**src/hdl/rpsc_pkg.sv**
```systemverilog
// ----------------------------------------------------------------------------
// rpsc_pkg
// Shared types and constants for the radar pulse sweep conditioner: the
// payload structs of both channels, the configuration struct and the
// register index codes.
// ----------------------------------------------------------------------------
package rpsc_pkg;

  // Configuration port geometry
  localparam int unsigned CFG_IDX_W  = 3;
  localparam int unsigned CFG_DATA_W = 16;

  // Register index codes
  localparam logic [CFG_IDX_W-1:0] CFG_HEADING_EN   = 3'd0;
  localparam logic [CFG_IDX_W-1:0] CFG_HEADING_OFS  = 3'd1;
  localparam logic [CFG_IDX_W-1:0] CFG_ZERO_SWEEP   = 3'd2;
  localparam logic [CFG_IDX_W-1:0] CFG_DELAY_EN     = 3'd3;
  localparam logic [CFG_IDX_W-1:0] CFG_DROP_BACK_EN = 3'd4;

  // Nanoseconds per second, wide enough to add to a 30-bit nanosecond field
  localparam logic [30:0] NS_PER_SEC = 31'd1_000_000_000;

  typedef struct packed {
    logic        heading_enable;
    logic [15:0] heading_offset;
    logic        zero_sweep_enable;
    logic        delay_enable;
    logic        drop_backwards_enable;
  } rpsc_cfg_t;

  typedef struct packed {
    logic [15:0] volume_number;
    logic [15:0] sweep_number;
    logic [15:0] azimuth_angle;
    logic        is_sector_scan;
    logic [31:0] time_seconds;
    logic [29:0] time_nanoseconds;
  } rpsc_in_t;

  typedef struct packed {
    logic [15:0] sweep_number_out;
    logic [15:0] azimuth_out;
    logic        keep_pulse;
  } rpsc_out_t;

endpackage

```
**src/hdl/rpsc_sweep.sv**
```systemverilog
// ----------------------------------------------------------------------------
// rpsc_sweep
// Volume tracking, sweep rebasing and the sector-scan sweep change delay.
// State advances on each transfer through the processing stage.
// ----------------------------------------------------------------------------
module rpsc_sweep (
  input  logic                clk,
  input  logic                rst_n,
  input  logic                adv,
  input  rpsc_pkg::rpsc_cfg_t cfg,
  input  logic [15:0]         volume_number,
  input  logic [15:0]         sweep_number,
  input  logic [15:0]         azimuth,
  input  logic                is_sector_scan,
  output logic [15:0]         sweep_out
);
  import rpsc_pkg::*;

  logic        vol_valid_r, vol_valid_nxt;
  logic [15:0] last_vol_r, last_vol_nxt;
  logic [15:0] first_sweep_r, first_sweep_nxt;
  logic        started_r, started_nxt;
  logic        pending_r, pending_nxt;
  logic [15:0] held_sweep_r, held_sweep_nxt;
  logic [15:0] held_az_r, held_az_nxt;
  logic        dir_neg_r, dir_neg_nxt;

  logic        new_vol;
  logic [15:0] first_eff;
  logic [15:0] rebased;
  logic [15:0] az_step;
  logic        step_neg;

  // New volume detection and rebase
  always_comb begin
    new_vol         = !vol_valid_r || (volume_number != last_vol_r);
    first_eff       = new_vol ? sweep_number : first_sweep_r;
    rebased         = cfg.zero_sweep_enable ? (sweep_number - first_eff) : sweep_number;
    vol_valid_nxt   = 1'b1;
    last_vol_nxt    = volume_number;
    first_sweep_nxt = first_eff;
  end

  // Signed azimuth step; a half-turn step counts as negative
  assign az_step  = azimuth - held_az_r;
  assign step_neg = az_step[15];

  // Sector-scan delay: hold the old sweep until the antenna turns around
  always_comb begin
    started_nxt    = started_r;
    pending_nxt    = pending_r;
    held_sweep_nxt = held_sweep_r;
    held_az_nxt    = held_az_r;
    dir_neg_nxt    = dir_neg_r;
    sweep_out      = rebased;
    if (cfg.delay_enable && is_sector_scan) begin
      priority if (!started_r) begin
        started_nxt    = 1'b1;
        pending_nxt    = 1'b0;
        held_sweep_nxt = rebased;
        held_az_nxt    = azimuth;
      end else if (rebased == held_sweep_r) begin
        pending_nxt = 1'b0;
        held_az_nxt = azimuth;
      end else if (azimuth == held_az_r) begin
        sweep_out = held_sweep_r;
      end else begin
        held_az_nxt = azimuth;
        priority if (!pending_r) begin
          dir_neg_nxt = step_neg;
          pending_nxt = 1'b1;
          sweep_out   = held_sweep_r;
        end else if (step_neg != dir_neg_r) begin
          pending_nxt    = 1'b0;
          held_sweep_nxt = rebased;
        end else begin
          sweep_out = held_sweep_r;
        end
      end
    end
  end

  // State registers
  always_ff @(posedge clk) begin
    if (!rst_n) begin
      vol_valid_r   <= 1'b0;
      last_vol_r    <= '0;
      first_sweep_r <= '0;
      started_r     <= 1'b0;
      pending_r     <= 1'b0;
      held_sweep_r  <= '0;
      held_az_r     <= '0;
      dir_neg_r     <= 1'b0;
    end else if (adv) begin
      vol_valid_r   <= vol_valid_nxt;
      last_vol_r    <= last_vol_nxt;
      first_sweep_r <= first_sweep_nxt;
      started_r     <= started_nxt;
      pending_r     <= pending_nxt;
      held_sweep_r  <= held_sweep_nxt;
      held_az_r     <= held_az_nxt;
      dir_neg_r     <= dir_neg_nxt;
    end
  end

  // A pending change only exists once the delay has started
  a_pending_started: assert property (@(posedge clk) disable iff (!rst_n)
    pending_r |-> started_r)
    else $error("sweep change pending before delay started");

  // Any transfer marks a volume as seen
  a_vol_seen: assert property (@(posedge clk) disable iff (!rst_n)
    adv |=> vol_valid_r)
    else $error("volume not recorded after transfer");

  // With the delay inactive the held sweep holds
  a_delay_hold: assert property (@(posedge clk) disable iff (!rst_n)
    (adv && !(cfg.delay_enable && is_sector_scan)) |=> $stable(held_sweep_r))
    else $error("held sweep changed with delay inactive");

endmodule

```
**src/hdl/rpsc_time.sv**
```systemverilog
// ----------------------------------------------------------------------------
// rpsc_time
// Pulse time advance check. Compares seconds and nanoseconds as one exact
// time value without a multiplier: seconds more than one apart decide
// alone, otherwise the nanoseconds are compared with a one-second bias.
// ----------------------------------------------------------------------------
module rpsc_time (
  input  logic        clk,
  input  logic        rst_n,
  input  logic        adv,
  input  logic        enable,
  input  logic [31:0] time_seconds,
  input  logic [29:0] time_nanoseconds,
  output logic        keep_pulse
);
  import rpsc_pkg::*;

  logic        last_valid_r;
  logic [31:0] last_sec_r;
  logic [29:0] last_ns_r;

  logic [32:0] sec_diff_fwd;
  logic [32:0] sec_diff_bwd;
  logic        sec_eq;
  logic        sec_gt;
  logic        sec_plus1;
  logic        sec_minus1;
  logic [30:0] ns_cur;
  logic [30:0] ns_last;
  logic        later;
  logic        record;

  // Seconds relation
  assign sec_diff_fwd = {1'b0, time_seconds} - {1'b0, last_sec_r};
  assign sec_diff_bwd = {1'b0, last_sec_r} - {1'b0, time_seconds};
  assign sec_eq       = (time_seconds == last_sec_r);
  assign sec_gt       = (time_seconds > last_sec_r);
  assign sec_plus1    = (sec_diff_fwd == 33'd1);
  assign sec_minus1   = (sec_diff_bwd == 33'd1);
  assign ns_cur       = {1'b0, time_nanoseconds};
  assign ns_last      = {1'b0, last_ns_r};

  // Strictly later test on seconds*1e9 + nanoseconds
  always_comb begin
    priority if (sec_eq)     later = ns_cur > ns_last;
    else if (sec_plus1)      later = (ns_cur + NS_PER_SEC) > ns_last;
    else if (sec_minus1)     later = ns_cur > (ns_last + NS_PER_SEC);
    else                     later = sec_gt;
  end

  assign keep_pulse = !enable || !last_valid_r || later;
  assign record     = adv && enable && keep_pulse;

  always_ff @(posedge clk) begin
    if (!rst_n) begin
      last_valid_r <= 1'b0;
      last_sec_r   <= '0;
      last_ns_r    <= '0;
    end else if (record) begin
      last_valid_r <= 1'b1;
      last_sec_r   <= time_seconds;
      last_ns_r    <= time_nanoseconds;
    end
  end

  // A dropped pulse leaves the record alone
  a_drop_hold: assert property (@(posedge clk) disable iff (!rst_n)
    (adv && !keep_pulse) |=> ($stable(last_sec_r) && $stable(last_ns_r)))
    else $error("time record changed on dropped pulse");

  // The first checked pulse is always kept
  a_first_kept: assert property (@(posedge clk) disable iff (!rst_n)
    !last_valid_r |-> keep_pulse)
    else $error("first checked pulse dropped");

  // A checked transfer always leaves a valid record
  a_record_valid: assert property (@(posedge clk) disable iff (!rst_n)
    (adv && enable) |=> last_valid_r)
    else $error("time record not valid after checked pulse");

endmodule

```
**src/hdl/radar_pulse_sweep_conditioner.sv**
```systemverilog
// ----------------------------------------------------------------------------
// radar_pulse_sweep_conditioner
// Takes one pulse header per transfer and returns one conditioned header:
// heading-corrected azimuth, rebased and sector-delayed sweep number, and a
// keep flag that clears, when enabled, if the pulse time does not advance. Headers enter
// an input register, pass one short stage of logic that also updates the
// volume, delay and time state, and land in the output register. One header
// is taken every cycle while the output side does not stall. Configuration
// registers are written through the plain cfg_ port; the user must write them
// only while the block is idle, as the block itself does not enforce this.
// ----------------------------------------------------------------------------
module radar_pulse_sweep_conditioner (
  input  logic                                 clk,
  input  logic                                 rst_n,
  input  logic                                 in_valid,
  output logic                                 in_stall,
  input  rpsc_pkg::rpsc_in_t                   in_data,
  output logic                                 out_valid,
  input  logic                                 out_stall,
  output rpsc_pkg::rpsc_out_t                  out_data,
  input  logic                                 cfg_wr_en,
  input  logic [rpsc_pkg::CFG_IDX_W-1:0]       cfg_index,
  input  logic [rpsc_pkg::CFG_DATA_W-1:0]      cfg_wdata
);
  import rpsc_pkg::*;

  rpsc_cfg_t   cfg_r;
  logic        s1_valid_r;
  rpsc_in_t    s1_data_r;
  logic        out_valid_r;
  rpsc_out_t   out_data_r;
  rpsc_out_t   out_data_nxt;

  logic        s1_adv;
  logic        in_xfer;
  logic [15:0] az_corr;
  logic [15:0] sweep_res;
  logic        keep_res;

  // Configuration registers
  always_ff @(posedge clk) begin
    if (!rst_n) begin
      cfg_r <= '0;
    end else if (cfg_wr_en) begin
      unique case (cfg_index)
        CFG_HEADING_EN:   cfg_r.heading_enable        <= cfg_wdata[0];
        CFG_HEADING_OFS:  cfg_r.heading_offset        <= cfg_wdata[15:0];
        CFG_ZERO_SWEEP:   cfg_r.zero_sweep_enable     <= cfg_wdata[0];
        CFG_DELAY_EN:     cfg_r.delay_enable          <= cfg_wdata[0];
        CFG_DROP_BACK_EN: cfg_r.drop_backwards_enable <= cfg_wdata[0];
        default:          cfg_r <= cfg_r;
      endcase
    end
  end

  // Handshake: the processing stage moves when the output register is free
  assign s1_adv    = s1_valid_r && (!out_valid_r || !out_stall);
  assign in_stall  = s1_valid_r && !s1_adv;
  assign in_xfer   = in_valid && !in_stall;
  assign out_valid = out_valid_r;
  assign out_data  = out_data_r;

  // Heading correction, modulo a full turn
  assign az_corr = cfg_r.heading_enable ? (s1_data_r.azimuth_angle + cfg_r.heading_offset)
                                        : s1_data_r.azimuth_angle;

  rpsc_sweep u_sweep (
    .clk            (clk),
    .rst_n          (rst_n),
    .adv            (s1_adv),
    .cfg            (cfg_r),
    .volume_number  (s1_data_r.volume_number),
    .sweep_number   (s1_data_r.sweep_number),
    .azimuth        (az_corr),
    .is_sector_scan (s1_data_r.is_sector_scan),
    .sweep_out      (sweep_res)
  );

  rpsc_time u_time (
    .clk              (clk),
    .rst_n            (rst_n),
    .adv              (s1_adv),
    .enable           (cfg_r.drop_backwards_enable),
    .time_seconds     (s1_data_r.time_seconds),
    .time_nanoseconds (s1_data_r.time_nanoseconds),
    .keep_pulse       (keep_res)
  );

  always_comb begin
    out_data_nxt.sweep_number_out = sweep_res;
    out_data_nxt.azimuth_out      = az_corr;
    out_data_nxt.keep_pulse       = keep_res;
  end

  // Stage valid flags
  always_ff @(posedge clk) begin
    if (!rst_n) begin
      s1_valid_r  <= 1'b0;
      out_valid_r <= 1'b0;
    end else begin
      if (in_xfer) begin
        s1_valid_r <= 1'b1;
      end else if (s1_adv) begin
        s1_valid_r <= 1'b0;
      end
      if (s1_adv) begin
        out_valid_r <= 1'b1;
      end else if (!out_stall) begin
        out_valid_r <= 1'b0;
      end
    end
  end

  // Payload registers
  always_ff @(posedge clk) begin
    if (in_xfer) begin
      s1_data_r <= in_data;
    end
    if (s1_adv) begin
      out_data_r <= out_data_nxt;
    end
  end

  // Input only stalls while the processing stage holds an item
  a_stall_busy: assert property (@(posedge clk) disable iff (!rst_n)
    in_stall |-> s1_valid_r)
    else $error("input stalled with empty stage");

  // Every stage advance produces a result next cycle
  a_adv_result: assert property (@(posedge clk) disable iff (!rst_n)
    s1_adv |=> out_valid_r)
    else $error("stage advanced without result");

  // An accepted item occupies the stage next cycle
  a_xfer_fill: assert property (@(posedge clk) disable iff (!rst_n)
    in_xfer |=> s1_valid_r)
    else $error("accepted item lost");

endmodule

```
**config.mk**
```make
export PLATFORM = sky130hd
export DESIGN_NAME = radar_pulse_sweep_conditioner
export DESIGN_NICKNAME = d
export VERILOG_FILES = /design/src/hdl/rpsc_pkg.sv /design/src/hdl/rpsc_sweep.sv /design/src/hdl/rpsc_time.sv /design/src/hdl/radar_pulse_sweep_conditioner.sv
export SDC_FILE = /design/constraint.sdc
export NUM_CORES = 1
export LEC_CHECK = 0
export BUFFER_PORTS_ARGS = -buffer_cell sky130_fd_sc_hd__buf_2
export CORE_AREA = 5 5 253 255
export CTS_BUF_LIST = sky130_fd_sc_hd__clkbuf_8
export CTS_CLUSTER_DIAMETER = 80
export DETAILED_ROUTE_END_ITERATION = 8
export DIE_AREA = 0 0 258 260
export GPL_TIMING_DRIVEN = 0
export PLACE_DENSITY_LB_ADDON = 0.1
export SLEW_MARGIN = 10
export SYNTH_ARGS = -nofsm -noshare
export SYNTH_HDL_FRONTEND = slang
export SYNTH_SLANG_ARGS = --single-unit
export TNS_END_PERCENT = 10
```
**constraint.sdc**
```tcl
create_clock -name clk -period 11.8 [get_ports clk]
set_clock_uncertainty 0.15 [all_clocks]
set_input_delay 2.95 -clock clk [delete_from_list [all_inputs] [get_ports clk]]
set_output_delay 2.95 -clock clk [all_outputs]
set_load 0.01 [all_outputs]
```
**After elaboration in Yosys (flattened, before gate mapping)**

Cells that the tools add are included.

- Word-level logic and storage cells: 109
- Input bits: 135
- Output and inout bits: 35
- Bits in registers: 297

- Equality and inequality tests: 14
- Reduce and logical (&&, ||, !) cells: 28
- Multiplexer cells: 26
- $lt $le $gt $ge: 4
- Add/subtract/negate cells: 7
- Bitwise gates (word level): 3

Operator list:

| kind | number |
|---|---|
| $mux 16 | 14 |
| $eq 33x1->1 const B | 2 |
| $sub 32x32->33 | 2 |
| $add 30x30->31 const B | 2 |
| $eq 16x16->1 | 2 |
| $eq 32x32->1 | 1 |
| $gt 32x32->1 | 1 |
| $sub 16x16->16 | 2 |
| $gt 30x31->1 | 1 |
| $gt 31x30->1 | 1 |
| $gt 30x30->1 | 1 |
| $add 16x16->16 | 1 |
| $ne 16x16->1 | 1 |
| $mux 1 | 12 |
| $reduce_and 2->1 | 6 |
| $logic_not 1->1 | 7 |
| $eq 3x2->1 const B | 2 |
| $logic_and 1x1->1 | 6 |
| $reduce_and 3->1 | 2 |
| $reduce_and 6->1 | 1 |
| $logic_or 1x1->1 | 4 |
| $eq 3x1->1 const B | 1 |
| $eq 3x3->1 const B | 1 |
| $logic_not 3->1 | 1 |
| 6 further kinds | 8 |

**Longest topological paths before layout**

- Word-level depth: 11
- Depth in mapped cells: 26
- Mapped depth without buffers: 25

**Hierarchy**

From an unflattened synthesis, not the netlist that was laid out.

- Cells, all modules: 2,259
- Area, all modules: 20,597.3 um^2

Modules (own cells, without submodules):

| module | cells an instance | sequential area each (um^2) | times used | area each (um^2) |
|---|---|---|---|---|
| rpsc_time | 1,236 | 1,261.2 | 1 | 9,064.9 |
| radar_pulse_sweep_conditioner | 374 | 4,764.6 | 1 | 6,152.2 |
| rpsc_sweep | 649 | 1,361.3 | 1 | 5,380.2 |

**Least setup slack after synthesis**

No wires, ideal clock.

- Path kind: input-to-reg
- Start: input out_stall
- End: register s1_data_r[0] (netlist name) (enable)
- Setup time: 0.594 ns
- Stages on the path: 2
- Data required time: 11.056 ns
- Buffers on the path: 0
- Path slack: 2.965 ns
- Arrival: 8.091 ns
- Cells stage by stage: and3_1 -> nor2b_1

- Word-level cells in the longest chain between the ends: 7

Ends and longest elaborated chain:

| item | RTL line | text |
|---|---|---|
| from (decl) | radar_pulse_sweep_conditioner.sv:19 | `input logic out_stall,` |
| $logic_not 1->1 | n/a |  |
| $logic_or 1x1->1 | radar_pulse_sweep_conditioner.sv:57 | `assign s1_adv = s1_valid_r && (!out_valid_r \|\| !out_stall);` |
| $logic_and 1x1->1 | radar_pulse_sweep_conditioner.sv:57 |  |
| $logic_not 1->1 | radar_pulse_sweep_conditioner.sv:58 | `assign in_stall = s1_valid_r && !s1_adv;` |
| $logic_and 1x1->1 | radar_pulse_sweep_conditioner.sv:58 |  |
| $logic_not 1->1 | radar_pulse_sweep_conditioner.sv:59 | `assign in_xfer = in_valid && !in_stall;` |
| $logic_and 1x1->1 | radar_pulse_sweep_conditioner.sv:59 |  |
| via in_xfer | radar_pulse_sweep_conditioner.sv:35 | `logic in_xfer;` |
| to (signal assigned) | radar_pulse_sweep_conditioner.sv:117 | `s1_data_r <= in_data;` |
| to (decl) | radar_pulse_sweep_conditioner.sv:29 | `rpsc_in_t s1_data_r;` |

The timed path passes the listed nets, and every way through them passes these cells.
A chain may end at the register's enable or synchronous reset.

**Final worst setup path**

- Start: register s1_data_r[63] (netlist name)
- End: register out_data_r (netlist bit out_data[30]) (data pin)

- Word-level cells in the longest chain between the ends: 10

Ends and longest elaborated chain:

| item | RTL line | text |
|---|---|---|
| $add 16x16->16 * | radar_pulse_sweep_conditioner.sv:64 | `assign az_corr = cfg_r.heading_enable ? (s1_data_r.azimuth_angle + cfg_r.heading_offset)` |
| $mux 16 * | radar_pulse_sweep_conditioner.sv:64 |  |
| via az_corr[14] | radar_pulse_sweep_conditioner.sv:36 | `logic [15:0] az_corr;` |
| $sub 16x16->16 | rpsc_sweep.sv:45 | `assign az_step = azimuth - held_az_r;` |
| $ne 1x1->1 | rpsc_sweep.sv:73 | `end else if (step_neg != dir_neg_r) begin` |
| $mux 16 | n/a |  |
| $mux 16 | rpsc_sweep.sv:69 | `priority if (!pending_r) begin` |
| $mux 16 * | n/a |  |
| $mux 16 * | rpsc_sweep.sv:62 | `end else if (rebased == held_sweep_r) begin` |
| $mux 16 * | rpsc_sweep.sv:57 | `priority if (!started_r) begin` |
| $mux 16 * | rpsc_sweep.sv:56 | `if (cfg.delay_enable && is_sector_scan) begin` |
| via sweep_res[13] | radar_pulse_sweep_conditioner.sv:37 | `logic [15:0] sweep_res;` |
| to (signal assigned) | radar_pulse_sweep_conditioner.sv:120 | `out_data_r <= out_data_nxt;` |
| to (decl) | radar_pulse_sweep_conditioner.sv:31 | `rpsc_out_t out_data_r;` |

The timed path passes the listed nets; every way through them passes the cells marked *.

==> impl_metrics.toml <==
[pwr]
cellPowerDensity_mw_per_mm2 = 106
peakVddDrop_mv = 0.0619
leakagePower_nw = 9.68

[detailed_routing]
wl_met2_um = 30100
dr.pass1.iters = 5
final_antenna_net_count = 0
vias = 18200
wirelength_um = 64200
met3_length_um = 2730
detail_route.wl_per_cell_um = 18.5
vias_per_cell = 5.25
wl_met1_um = 29700
drc_errors = 0
drt_iter0_drc = 1122
highest_layer = "met4"

[logic_synthesis]
synth_top_area_cell = "edfxtp_1"
yosysMostFrequentCell = "nand2_1"
synth_common_cells = "nand2_1, ha_1, dfxtp_1"
yosysUniqueCellTypes = 106
synth-seq-cells = 297
seq_area_frac_synth_pct = 34.7
synth_nets = 2711
async_reset_ff_share_pct = 0
syn_area_per_cell_um2 = 8.89
syn_inst = 2393
yosys-top-cells-area = "edfxtp_1, dfxtp_1, ha_1"
syn_area_mm2 = 0.0213
yosysWarnings = 0
synth_edf_count = 144
synth_top_area_share_pct = 20.3
ys.flop_type = "dfxtp_1"

[cells_and_area]
fin_cells = 3462
fin_nets = 2942
multi_input_area_mm2 = 0.0128
nFillCells = 6202
area_growth_pct = 14.2
final_util_pct = 39.6
drive_above_1_share_pct = 12.9
seq_area_mm2 = 0.00739

[global_routing]
grt_pass1_wl_um = 101000
grt-ovfl-total = 0
grt_usage_pct = 18.6
grt_start_max_net_pins = 33
antenna_found_initial = 4
grt_pass1_vias = 18300

[cts]
cts_resized = 0
cts_buffers = 56
cts_tree = "built"
clock-root-buffer = "clkbuf_8"
holdBufCountCts = 0
cts_sinks = 297
clk_pin_slew_ns = 0.06
post_cts_buffers = 0
clk_latency_ns = 0.66
htreeDepth = 2
clk_path_buf_depth = 3

[place]
portBuffers = 168
place_inst = 3356
gp_congestion = 0.921
hpwl_um = 50400

[floorplanning]
core_mm2 = 0.0614
rows = 91
die_w_um = 258
start_util_pct = 34.7
die_area_mm2 = 0.0671
pin_count = 170
die_h_um = 260

[setup_path]
cp.required_ns = 12.05
arrival_ns = 7.43
crit_fanout = 10
worstSetupStartpointType = "flip-flop"
worstSetupPathType = "reg2reg"
crit_path_end_kind = "flip-flop"

[timing]
worstMarginPinSlew_ns = 1.30
rsz0062_at_grt = "no"
setup_viol = 0
hold_viol = 0
maxSlewViolCount = 0
slew_headroom_pct = 13.1
finalCritPeriodShare_pct = 60.8
fmax_mhz = 139
fin_crit_ns = 7.18

[job]
max-cap-violations = 0

[min_path]
min_path_type = "reg2reg"

[status]
status = "complete, no violations"
==> cell families after synthesis <==
kind of cell / after synthesis / synth area share (%)
buffers and inverters: 257 / 5.05
muxes: 150 / 7.44
and+or+nand+nor: 821 / 18.4
xor gates and xnor gates: 120 / 5.00
DFF: 297 / 34.7
adders and majority gates: 185 / 11.0
AOI/OAI and AO/OA: 563 / 18.4
==> power breakdown <==
part | total (W) | internal (W) | switching, W | leakage, nW
logic | 0.000430 | 0.000170 | 0.000260 | 6.41
registers | 0.00116 | 0.00112 | 0.0000332 | 2.63
clock network | 0.000985 | 0.000515 | 0.000471 | 0.634
==> worst max-delay path: stages (launching register included) <==
cell and delay, ns:
edfxtp_1 0.41, ha_1 0.22, inv_1 0.07, fa_1 0.20, nor2b_1 0.06, o21ai_0 0.21
a21boi_0 0.15, o21ai_0 0.23, a21boi_0 0.15, o21ai_0 0.25, a21boi_0 0.21, o31a_1 0.37
o21a_1 0.21, o311ai_0 0.86, ha_1 0.40, a21o_1 0.20, or3_1 0.32, nor3_1 0.26
nor4b_1 0.10, mux2_2 0.28, o31ai_1 0.30, nand4_1 0.24, a211oi_4 0.54, buf_6 0.25
mux2_4 0.31
==> placed cells by master (no fill, tap or decap), types with 11 or more instances in the layout <==
cell,n
o211ai_1,11
o21bai_1,11
nand4_1,42
xnor2_1,82
a211oi_1,13
ha_1,179
edfxtp_1,144
nor3_1,39
a31oi_1,22
or3_1,12
dfxtp_1,153
nor2_1,114
nor2b_1,38
a21oi_1,134
mux2_2,18
clkbuf_1,71
o21a_1,31
and3_1,21
inv_1,171
nand2_1,387
xor2_1,37
nand2b_1,21
a21boi_0,61
nand3_1,47
o31ai_1,13
o21ai_0,71
and2_1,11
mux2i_1,115
clkbuf_8,60
a21o_1,76
buf_2,188
nor4_1,30
==> final cells by class <==
type / count / share of cell area, %
sequential: 297 / 30.4
timing repair buffer: 173 / 3.87
multi-input combinational: 1839 / 52.8
clock inverter: 44 / 1.06
clock buffer: 60 / 3.40
inverter: 151 / 2.33
tap: 790 / 4.07
antenna: 2 / 0.0206
buffer: 106 / 2.10
==> per-layer routing <==
| metal | track usage [%] | vias to the layer above |
|---|---|---|
| met5 | 0 | - |
| met4 | 5.24 | 0 |
| met3 | 2.63 | 98 |
| met2 | 31.9 | 410 |
| met1 | 24.5 | 8595 |
| li1 | - | 9088 |
==> stage by stage <==
stage	power, W	hold WS [ns]	TNS [ns]	area, um^2	setup slack, ns
after floorplan	0.00146	0.285	0	21300	2.96
after global placement	0.00161	0.293	-62.89	23100	-0.585
after detailed placement	0.00161	0.299	0	23200	4.69
after CTS	0.00263	0.309	0	24300	4.66
after global routing	0.00273	0.329	0	24300	4.26
final	0.00257	0.308	0	24300	4.62
==> worst paths after layout <==
kind,start,to,slack (ns),cells past startpoint
worst max register to register,s1_data_r[63],out_data[30],4.62,24
worst max-delay path,s1_data_r[63],out_data[30],4.62,24
worst min-delay path,u_sweep.held_az_r[14],u_sweep.held_az_r[14],0.31,2
worst min register to register,u_sweep.held_az_r[14],u_sweep.held_az_r[14],0.31,2
==> registers in the layout, indices dropped and copies added (netlist names) <==
signal and cells:
s1_valid_r 1, u_time.last_sec_r 32, u_sweep.pending_r 1, u_time.last_valid_r 1, s1_data_r 111, u_sweep.first_sweep_r 16, u_sweep.held_az_r 16, u_sweep.dir_neg_r 1
cfg_r 20, u_time.last_ns_r 30, u_sweep.vol_valid_r 1, out_valid 1, u_sweep.held_sweep_r 16, u_sweep.started_r 1, u_sweep.last_vol_r 16, out_data 33
Note: power is estimated with default switching activity, not from simulation.
